===== src/hdl/spq_pkg.sv =====
`timescale 1ns / 1ps

package spq_pkg;

  localparam int PRIO_W = 8;
  localparam int DATA_W = 32;
  localparam int OCC_W  = 5;

  typedef enum logic {
    OP_INSERT = 1'b0,
    OP_POP    = 1'b1
  } op_t;

  typedef enum logic [1:0] {
    ST_OK    = 2'd0,
    ST_EMPTY = 2'd1,
    ST_FULL  = 2'd2
  } status_t;

  // What every cell does in a cycle.
  typedef enum logic [1:0] {
    CMD_HOLD   = 2'd0,
    CMD_INSERT = 2'd1,
    CMD_POP    = 2'd2
  } cell_cmd_t;

  typedef struct packed {
    cell_cmd_t         cmd;
    logic [PRIO_W-1:0] new_prio;
  } cell_ctl_t;

  typedef struct packed {
    logic                     opcode;
    logic [PRIO_W-1:0]        priority_req;
    logic signed [DATA_W-1:0] payload;
  } in_word_t;

  typedef struct packed {
    status_t                  status;
    logic [PRIO_W-1:0]        out_priority;
    logic signed [DATA_W-1:0] out_payload;
    logic [OCC_W-1:0]         occupancy;
  } out_word_t;

endpackage


===== src/hdl/spq_cell.sv =====
`timescale 1ns / 1ps

module spq_cell #(
  parameter int PAYLOAD_WIDTH = 32
) (
  input  logic                       clk,
  input  logic                       rst_n,
  input  spq_pkg::cell_ctl_t         ctl,
  input  logic [PAYLOAD_WIDTH-1:0]   new_payload,
  input  logic                       left_valid,
  input  logic                       left_gt,
  input  logic [spq_pkg::PRIO_W-1:0] left_prio,
  input  logic [PAYLOAD_WIDTH-1:0]   left_payload,
  input  logic                       right_valid,
  input  logic [spq_pkg::PRIO_W-1:0] right_prio,
  input  logic [PAYLOAD_WIDTH-1:0]   right_payload,
  output logic                       valid,
  output logic                       gt,
  output logic [spq_pkg::PRIO_W-1:0] prio,
  output logic [PAYLOAD_WIDTH-1:0]   payload
);
  import spq_pkg::*;

  logic                     valid_r, valid_nxt;
  logic [PRIO_W-1:0]        prio_r, prio_nxt;
  logic [PAYLOAD_WIDTH-1:0] payload_r, payload_nxt;

  // A stored entry stays ahead of a new one only if its priority is strictly larger.
  assign gt = valid_r && (prio_r > ctl.new_prio);

  always_comb begin
    valid_nxt   = valid_r;
    prio_nxt    = prio_r;
    payload_nxt = payload_r;
    case (ctl.cmd)
      CMD_INSERT: begin
        valid_nxt = valid_r | left_valid;
        if (!gt && left_gt) begin
          prio_nxt    = ctl.new_prio;
          payload_nxt = new_payload;
        end else if (!gt) begin
          prio_nxt    = left_prio;
          payload_nxt = left_payload;
        end
      end
      CMD_POP: begin
        valid_nxt   = right_valid;
        prio_nxt    = right_prio;
        payload_nxt = right_payload;
      end
      default: ;
    endcase
  end

  always_ff @(posedge clk) begin
    if (!rst_n) begin
      valid_r <= 1'b0;
    end else begin
      valid_r <= valid_nxt;
    end
  end

  always_ff @(posedge clk) begin
    prio_r    <= prio_nxt;
    payload_r <= payload_nxt;
  end

  assign valid   = valid_r;
  assign prio    = prio_r;
  assign payload = payload_r;

endmodule


===== src/hdl/sorted_priority_queue.sv =====
`timescale 1ns / 1ps
// A result word is registered at the clock edge that accepts its input word.
// Throughput: one word per cycle unless out_ready stalls; every cell compares against
// the broadcast priority at once and moves by one slot, so no item waits on another.
// Reset (synchronous, active low) empties the queue and drops any pending result.
// Stored priorities and payloads are not cleared; only the valid bits are.

module sorted_priority_queue #(
  parameter int CAPACITY      = 16,
  parameter int PAYLOAD_WIDTH = 32
) (
  input  logic               clk,
  input  logic               rst_n,
  input  logic               in_valid,
  output logic               in_ready,
  input  spq_pkg::in_word_t  in_word,
  output logic               out_valid,
  input  logic               out_ready,
  output spq_pkg::out_word_t out_word
);
  import spq_pkg::*;

  localparam int CNT_W = $clog2(CAPACITY + 1);

  // The cells form a row with the head (highest priority) at index zero.
  // The valid cells are always a contiguous run starting at the head.
  logic                     cell_valid [CAPACITY];
  logic                     cell_gt    [CAPACITY];
  logic [PRIO_W-1:0]        cell_prio  [CAPACITY];
  logic [PAYLOAD_WIDTH-1:0] cell_payload [CAPACITY];

  logic                     in_fire;
  logic                     full;
  logic                     empty;
  cell_ctl_t                ctl;
  logic signed [63:0]       in_wide;
  logic [PAYLOAD_WIDTH-1:0] new_payload;
  logic signed [PAYLOAD_WIDTH-1:0] head_payload;
  logic signed [63:0]       head_wide;

  logic [CNT_W-1:0]         count_r, count_nxt;
  logic [CNT_W+OCC_W-1:0]   count_ext;
  logic                     out_valid_r, out_valid_nxt;
  out_word_t                out_word_r, out_word_nxt;

  // The output register separates the two sides; a new word is taken whenever
  // the held result is absent or leaving in this cycle.
  assign in_ready = !out_valid_r || out_ready;
  assign in_fire  = in_valid && in_ready;

  assign empty = !cell_valid[0];
  assign full  = cell_valid[CAPACITY-1];

  // Payloads are sign-extended from the input field and kept in the stored width.
  assign in_wide     = 64'(in_word.payload);
  assign new_payload = in_wide[PAYLOAD_WIDTH-1:0];

  // The command is broadcast to every cell. A rejected operation holds the row.
  always_comb begin
    ctl.new_prio = in_word.priority_req;
    ctl.cmd      = CMD_HOLD;
    if (in_fire) begin
      if (in_word.opcode == OP_INSERT) begin
        if (!full) begin
          ctl.cmd = CMD_INSERT;
        end
      end else if (!empty) begin
        ctl.cmd = CMD_POP;
      end
    end
  end

  // Each cell sees its left neighbor for inserts and its right neighbor for pops.
  // The head sees a virtual left neighbor that is valid and outranks everything,
  // so a new entry lands there when no stored entry beats it.
  for (genvar i = 0; i < CAPACITY; i++) begin : g_cell
    logic                     l_valid, l_gt, r_valid;
    logic [PRIO_W-1:0]        l_prio, r_prio;
    logic [PAYLOAD_WIDTH-1:0] l_payload, r_payload;

    if (i == 0) begin : g_head
      assign l_valid   = 1'b1;
      assign l_gt      = 1'b1;
      assign l_prio    = '0;
      assign l_payload = '0;
    end else begin : g_mid
      assign l_valid   = cell_valid[i-1];
      assign l_gt      = cell_gt[i-1];
      assign l_prio    = cell_prio[i-1];
      assign l_payload = cell_payload[i-1];
    end

    if (i == CAPACITY - 1) begin : g_tail
      assign r_valid   = 1'b0;
      assign r_prio    = '0;
      assign r_payload = '0;
    end else begin : g_body
      assign r_valid   = cell_valid[i+1];
      assign r_prio    = cell_prio[i+1];
      assign r_payload = cell_payload[i+1];
    end

    spq_cell #(
      .PAYLOAD_WIDTH(PAYLOAD_WIDTH)
    ) u_cell (
      .clk          (clk),
      .rst_n        (rst_n),
      .ctl          (ctl),
      .new_payload  (new_payload),
      .left_valid   (l_valid),
      .left_gt      (l_gt),
      .left_prio    (l_prio),
      .left_payload (l_payload),
      .right_valid  (r_valid),
      .right_prio   (r_prio),
      .right_payload(r_payload),
      .valid        (cell_valid[i]),
      .gt           (cell_gt[i]),
      .prio         (cell_prio[i]),
      .payload      (cell_payload[i])
    );
  end

  // The popped payload is sign-extended from the stored width, then cut to the field.
  assign head_payload = cell_payload[0];
  assign head_wide    = 64'(head_payload);

  always_comb begin
    count_nxt = count_r;
    case (ctl.cmd)
      CMD_INSERT: count_nxt = count_r + CNT_W'(1);
      CMD_POP:    count_nxt = count_r - CNT_W'(1);
      default:    ;
    endcase
  end

  // The occupancy field is five bits wide and wraps for large capacities.
  assign count_ext = (CNT_W + OCC_W)'(count_nxt);

  always_comb begin
    out_word_nxt              = '0;
    out_word_nxt.status       = ST_OK;
    out_word_nxt.occupancy    = count_ext[OCC_W-1:0];
    if (in_word.opcode == OP_INSERT) begin
      if (full) begin
        out_word_nxt.status = ST_FULL;
      end
    end else if (empty) begin
      out_word_nxt.status = ST_EMPTY;
    end else begin
      out_word_nxt.out_priority = cell_prio[0];
      out_word_nxt.out_payload  = head_wide[DATA_W-1:0];
    end
  end

  assign out_valid_nxt = in_fire || (out_valid_r && !out_ready);

  always_ff @(posedge clk) begin
    if (!rst_n) begin
      count_r     <= '0;
      out_valid_r <= 1'b0;
    end else begin
      count_r     <= count_nxt;
      out_valid_r <= out_valid_nxt;
    end
  end

  always_ff @(posedge clk) begin
    if (in_fire) begin
      out_word_r <= out_word_nxt;
    end
  end

  assign out_valid = out_valid_r;
  assign out_word  = out_word_r;

  // Neighboring valid cells must be in descending priority order.
  logic [CAPACITY-2:0] ordered;
  for (genvar k = 0; k < CAPACITY - 1; k++) begin : g_chk
    assign ordered[k] = !cell_valid[k+1] ||
                        (cell_valid[k] && (cell_prio[k] >= cell_prio[k+1]));
  end

  a_sorted: assert property (@(posedge clk) disable iff (!rst_n)
    &ordered)
    else $error("queue cells out of priority order");

  a_empty_count: assert property (@(posedge clk) disable iff (!rst_n)
    empty == (count_r == '0))
    else $error("head valid bit disagrees with entry count");

  a_full_count: assert property (@(posedge clk) disable iff (!rst_n)
    full == (count_r == CNT_W'(CAPACITY)))
    else $error("tail valid bit disagrees with entry count");

  a_pop_head: assert property (@(posedge clk) disable iff (!rst_n)
    (ctl.cmd == CMD_POP) |=>
      (out_word_r.out_priority == $past(cell_prio[0])) &&
      (out_word_r.status == ST_OK))
    else $error("pop did not return the head entry");

endmodule


===== config.mk =====
export PLATFORM = sky130hd
export DESIGN_NAME = sorted_priority_queue
export DESIGN_NICKNAME = d
export VERILOG_FILES = /design/src/hdl/spq_pkg.sv /design/src/hdl/spq_cell.sv /design/src/hdl/sorted_priority_queue.sv
export SDC_FILE = /design/constraint.sdc
export NUM_CORES = 2
export LEC_CHECK = 0
export BUFFER_PORTS_ARGS = -buffer_cell sky130_fd_sc_hd__buf_4
export CORE_ASPECT_RATIO = 1.25
export CORE_MARGIN = 2
export CORE_UTILIZATION = 30
export DETAILED_ROUTE_END_ITERATION = 16
export PLACE_DENSITY_LB_ADDON = 0.05
export SYNTH_ARGS = -nofsm -noshare
export SYNTH_HDL_FRONTEND = slang
export SYNTH_SLANG_ARGS = --single-unit

===== constraint.sdc =====
create_clock -name clk -period 8.31 [get_ports clk]
set_input_delay 1.662 -clock clk [delete_from_list [all_inputs] [get_ports clk]]
set_output_delay 1.662 -clock clk [all_outputs]
set_load 0.05 [all_outputs]

# After elaboration in Yosys (flattened, before gate mapping)
# Index checks and enable logic that the tools add are counted.
[classes] bitwise=15 muxes=118 reduce_logical=70 n_eq_ne=18 addsub=2 n_lt_le_gt_ge=16
[op_table] op="one-hot mux 32 bit (2 select lines)" n=16
[op_table] op="2-to-1 mux 32 bit" n=31
[op_table] op="one-hot mux 8 bit (2 select lines)" n=16
[op_table] op="2-to-1 mux 8 bit" n=31
[op_table] op="> comparator 8 bit" n=16
[op_table] op="!= test 3 bit, second input constant" n=15
[op_table] op="AND reduction 2 bit" n=17
[op_table] op="logical AND 1 bit" n=33
[op_table] op="one-hot mux 1 bit (2 select lines)" n=16
[op_table] op="zero test 1 bit" n=17
[op_table] op="bitwise OR 1 bit" n=15
[op_table] op="2-to-1 mux 2 bit" n=5
[op_table] op="one-hot mux 5 bit (2 select lines)" n=1
[op_table] op="adder 5 x 1 -> 5 bit, second input constant" n=1
[op_table] op="subtractor 5 x 1 -> 5 bit, second input constant" n=1
[op_table] op="== test 2 x 1 -> 1 bit, second input constant" n=1
[op_table] op="== test 2 bit, second input constant" n=1
[op_table] op="logical OR 1 bit" n=2
[op_table] op="2-to-1 mux 1 bit" n=2
[op_table] op="!= test 2 bit, second input constant" n=1
[op_table] op="nonzero test 2 bit" n=1
[word_totals] register_bits=709 elab_cells=293 input_bits=45 output_inout_bits=49

# Logic depth before layout (Yosys ltp)
[depth] ltp_word=7 depth_mapped=13 depth_no_buf=13

# By module
# From an unflattened synthesis, not the netlist that was laid out.
[unflattened] cells_unflattened=2952 hier_area_um2=38533.2
[modules_own_cells] module="spq_cell" cells_per_inst=175 area_per_inst_um2=2273.4 n_inst=16 seq_area_each_um2=1221.2
[modules_own_cells] module="sorted_priority_queue" cells_per_inst=152 area_per_inst_um2=2158.3 n_inst=1 seq_area_each_um2=1531.5

# Worst setup path after synthesis
# No wires, ideal clock.
[synth_timing] kind="in2reg" startpoint="in out_ready" endpoint="reg g_cell[13].u_cell.payload_r[0], enable pin" arrival_ps=6433 path_stages=9 path_slack_ps=1416 n_path_buf=3 setup_ps=462 cell_sequence="nand2b_1 nand2_1 inv_1 nand3_1 ha_1 clkbuf_1 clkbuf_1 buf_1 a31oi_1"
[synth_between] elab_chain_cells=6 elab_cells_between_ends=8 cone_classes="eq/ne (3); mux (1); reduce/logical (4)"
[synth_lines] element="start, declared" line_no="sorted_priority_queue.sv:18" text="input logic out_ready,"
[synth_lines] element="logical OR 1 bit *" line_no="sorted_priority_queue.sv:48" text="assign in_ready = !out_valid_r || out_ready;"
[synth_lines] element="logical AND 1 bit *" line_no="sorted_priority_queue.sv:49" text="assign in_fire = in_valid && in_ready;"
[synth_lines] element="2-to-1 mux 2 bit *" line_no="sorted_priority_queue.sv:62" text="if (in_fire) begin"
[synth_lines] element="== test 2 x 1 -> 1 bit or == test 2 bit (tied branches)" line_no="spq_cell.sv:35" text="case (ctl.cmd)"
[synth_lines] element="!= test 3 bit (no source line) or nonzero test 2 bit (tied branches)"
[synth_lines] element="AND reduction 2 bit (no source line) *"
[synth_lines] element="end signal, assigned" line_no="spq_cell.sv:65" text="payload_r <= payload_nxt;"
[synth_lines] element="end, declared" line_no="spq_cell.sv:26" text="logic [PAYLOAD_WIDTH-1:0] payload_r, payload_nxt;"
# Every way passes the cells marked *; elsewhere a longest branch is shown, timed or not.
# A chain may end at the register's enable or synchronous reset.

# Worst setup path after layout
[layout_timing] startpoint="in in_word[38] (netlist bit)" endpoint="reg g_cell[11].u_cell.payload_r[17], data pin"
[layout_between] elab_chain_cells=6 elab_cells_between_ends=8 cone_classes="order compare (2); mux (2); reduce/logical (4)"
[layout_lines] element="start, declared" line_no="sorted_priority_queue.sv:16" text="input spq_pkg::in_word_t in_word,"
[layout_lines] element="> comparator 8 bit" line_no="spq_cell.sv:29" text="assign gt = valid_r && (prio_r > ctl.new_prio);"
[layout_lines] element="logical AND 1 bit" line_no="spq_cell.sv:29"
[layout_lines] element="zero test 1 bit" line_no="spq_cell.sv:38" text="if (!gt && left_gt) begin"
[layout_lines] element="logical AND 1 bit *" line_no="spq_cell.sv:38"
[layout_lines] element="2-to-1 mux 32 bit *" line_no="spq_cell.sv:38"
[layout_lines] element="one-hot mux 32 bit (2 select lines) *" line_no="spq_cell.sv:35"
[layout_lines] element="via g_cell[11].u_cell.payload_nxt[17]" line_no="spq_cell.sv:26"
[layout_lines] element="end signal, assigned" line_no="spq_cell.sv:65"
[layout_lines] element="end, declared" line_no="spq_cell.sv:26"
# Mark *: on every way through the listed nets, which the timed path passes. The rest lies on a longest branch.

==> flow_metrics.py <==
metrics = {
    "finish": {
        "multi_input_area_um2": 15200,
        "n_antenna_cell": 0,
        "fill_cells": 12100,
        "final_net_count": 2974,
        "drive_gt1_frac": 0.126,
        "regArea_um2": 21100,
        "final_util": 0.340,
        "area_delta_synth_final_pct": 12.8,
    },
    "setup_path": {
        "critPathCaptureType": "register",
        "worst-path-max-fanout": 73,
        "cp.required_ps": 8720,
        "startpoint_type": "input port",
        "crit_type": "in -> reg",
        "critPathArrivalTime_ps": 5060,
    },
    "sta": {
        "clock_skew_ps": 24.7,
        "slew_viol_final": 0,
        "fin_ws_ps": 3660,
        "fin_crit_ps": 4650,
        "worstMarginPinSlew_ps": 1260,
        "fin_tns_setup_ps": 0,
        "rsz0062_at_grt": "false",
        "hold_viol": 0,
        "holdWs_ps": 547,
        "slew_headroom": 0.161,
        "clock.fmax_ghz": 0.215,
        "period_share": 0.560,
        "final-setup-viol-count": 0,
    },
    "drt": {
        "drt_pass1_iterations": 5,
        "avgViaCountPerCell": 5.73,
        "drt_drc_violations_left": 0,
        "num_vias": 25600,
        "drtIter0Drc": 1491,
        "ant_nets": 0,
        "drt_wl_total_mm": 111,
        "wl_per_cell_um": 24.9,
    },
    "global_routing": {
        "grt.overflow.total": 0,
        "grt_first_pass_wirelength_mm": 169,
        "track_usage": 0.169,
        "grt_pass1_vias": 27900,
        "grt_max_degree": 187,
        "antenna_found_initial": 0,
    },
    "synthesis": {
        "yosysSeqAreaShare": 0.561,
        "synth.distinct_cells": 45,
        "synthTopCellsByCount": "edfxtp_1, a221o_1, nor3b_1, clkbuf_1, ha_1",
        "async_reset_ff_frac": 0,
        "synth_nets": 3041,
        "ys_warn_count": 0,
        "yosysMostFrequentCell": "edfxtp_1",
        "synth_seq_cells": 709,
        "synth_edf_count": 687,
        "syn_inst": 2862,
        "synth_ff_type": "edfxtp_1",
        "syn_area_um2": 37600,
        "synth_area_leaders": "edfxtp_1, a221o_1, nor3b_1",
        "syn_area_per_cell_um2": 13.1,
        "yosysTopAreaCell": "edfxtp_1",
        "yosysTopAreaCellShare": 0.549,
    },
    "power": {
        "p_comb_frac": 0.113,
        "swShare": 0.258,
        "p_sw_mw": 2.34,
        "irDropWorstVdd_mv": 0.111,
        "seq_power_share": 0.488,
        "power_frac_clock": 0.399,
        "power.total_mw": 9.06,
        "p_per_area_nw_per_um2": 214,
        "intPower_mw": 6.72,
        "p_leak_nw": 14.6,
    },
    "floorplanning": {
        "core_um2": 125000,
        "die_w_um": 321,
        "die-area_um2": 128000,
        "rows": 145,
        "start_util": 0.301,
        "die_y_um": 400,
        "num_io_pins": 94,
    },
    "job": {
        "max-cap-violations": 0,
    },
    "placement": {
        "dp_slack_ps": 2980,
        "place_congestion": 0.756,
        "portBuffers": 93,
        "dp_hpwl_mm": 76.1,
    },
    "clock_network": {
        "cts_max_path_buffers": 3,
        "clock_sinks": 709,
        "clock_latency_ps": 670,
        "cts-buffers-inserted": 84,
        "ctsResizeCount": 0,
        "ctsHoldBuffers": 0,
        "cts-htree-levels": 3,
        "post-cts-setup-buffers": 0,
        "root_buffer": "clkbuf_16",
        "path_clk_slew_ps": 60,
        "cts_tree": "yes",
    },
    "outcome": {
        "status": "completed",
    },
    "min_path": {
        "hold_class": "reg -> reg",
    },
}
-- state kept, by name (all words and copies together) (netlist names) --
name                   flops
g_cell.u_cell.payload    512
out_valid                  1
g_cell.u_cell.prio       128
g_cell.u_cell.valid       16
count_r                    5
out_word                  47
-- cell families (layout without fill, tap and decap cells) --
family / Yosys count / count (layout) / share of synthesized area
buf+inv: 361 / 355 / 0.0420
fa+ha+maj: 134 / 134 / 0.0448
mux: 2 / 2 / 0.000599
xor+xnor: 5 / 5 / 0.00117
flops: 709 / 709 / 0.561
compound gates: 822 / 822 / 0.199
simple gates: 829 / 829 / 0.152
-- critical path, cell delays in order --
cell and delay (ps):
buf_4 110, inv_1 470, buf_4 300, ha_1 260
o21ai_0 150, nor2_1 80, o311a_1 430, a211oi_4 450
buf_4 630, nor3b_1 120, a221o_1 290
-- power by group through the flow --
| stage | Clock, mW | Sequential (mW) | Combinational [mW] |
|---|---|---|---|
| after floorplan | 0 | 4.45 | 0.682 |
| after global placement | 0 | 4.51 | 0.999 |
| after detailed placement | 0 | 4.50 | 1.03 |
| after CTS | 3.75 | 4.43 | 1.04 |
| after global routing | 3.86 | 4.45 | 1.13 |
| final | 3.61 | 4.42 | 1.02 |
-- final timing paths --
check	startpoint	end	slack, ps	depth (start not counted)
worst max-delay path	in_word[38]	g_cell[11].u_cell.payload[17]$_DFFE_PP_	3660	11
worst min-delay path	out_valid$_SDFF_PN0_	out_valid$_SDFF_PN0_	550	2
worst max register to register	g_cell[13].u_cell.prio[5]$_DFFE_PP_	g_cell[13].u_cell.payload[10]$_DFFE_PP_	4780	8
worst min register to register	out_valid$_SDFF_PN0_	out_valid$_SDFF_PN0_	550	2
-- layout by cell type (no fill, tap or decap), types with 8 or more instances in the layout --
cell         n
a211oi_1    20
a21o_1      43
a21oi_1     60
a21oi_4      9
a221o_1    559
a31oi_4      8
and3_1      41
and4_1      28
buf_4      173
clkbuf_1    18
clkbuf_16   85
clkinv_1    18
clkinv_2    16
dfxtp_1     22
edfxtp_1   687
ha_1       131
inv_1       27
nand2_1     25
nand3_1     41
nand3b_1     8
nor2_1      52
nor2b_1     49
nor3_1      14
nor3b_1    546
o211ai_1    17
o21ai_0     59
o221a_2     14
-- layout make-up --
cell class | instances | share of cell area
multi-input cells | 1792 | 0.358
flip-flops and latches | 709 | 0.497
repair buffers | 180 | 0.0340
inverters | 28 | 0.00248
clock inverters | 41 | 0.00744
well taps | 1617 | 0.0478
clock buffers | 106 | 0.0528
-- per-layer routing --
metal | vias to the layer above | wire, µm | GRT usage
met1 | 13200 | 40700 | 0.169
li1 | 11800 | - | -
met2 | 381 | 64500 | 0.349
met5 | - | 0 | 0
met3 | 213 | 2600 | 0.0193
met4 | 0 | 3570 | 0.0650
-- metrics by stage --
stage	area [µm²]	std cells
floorplan	37600	2862
global placement	39800	4325
detailed placement	39800	4325
CTS	42300	4472
global route	42400	4473
finish	42400	4473
Power figures use the tool's default switching activity.
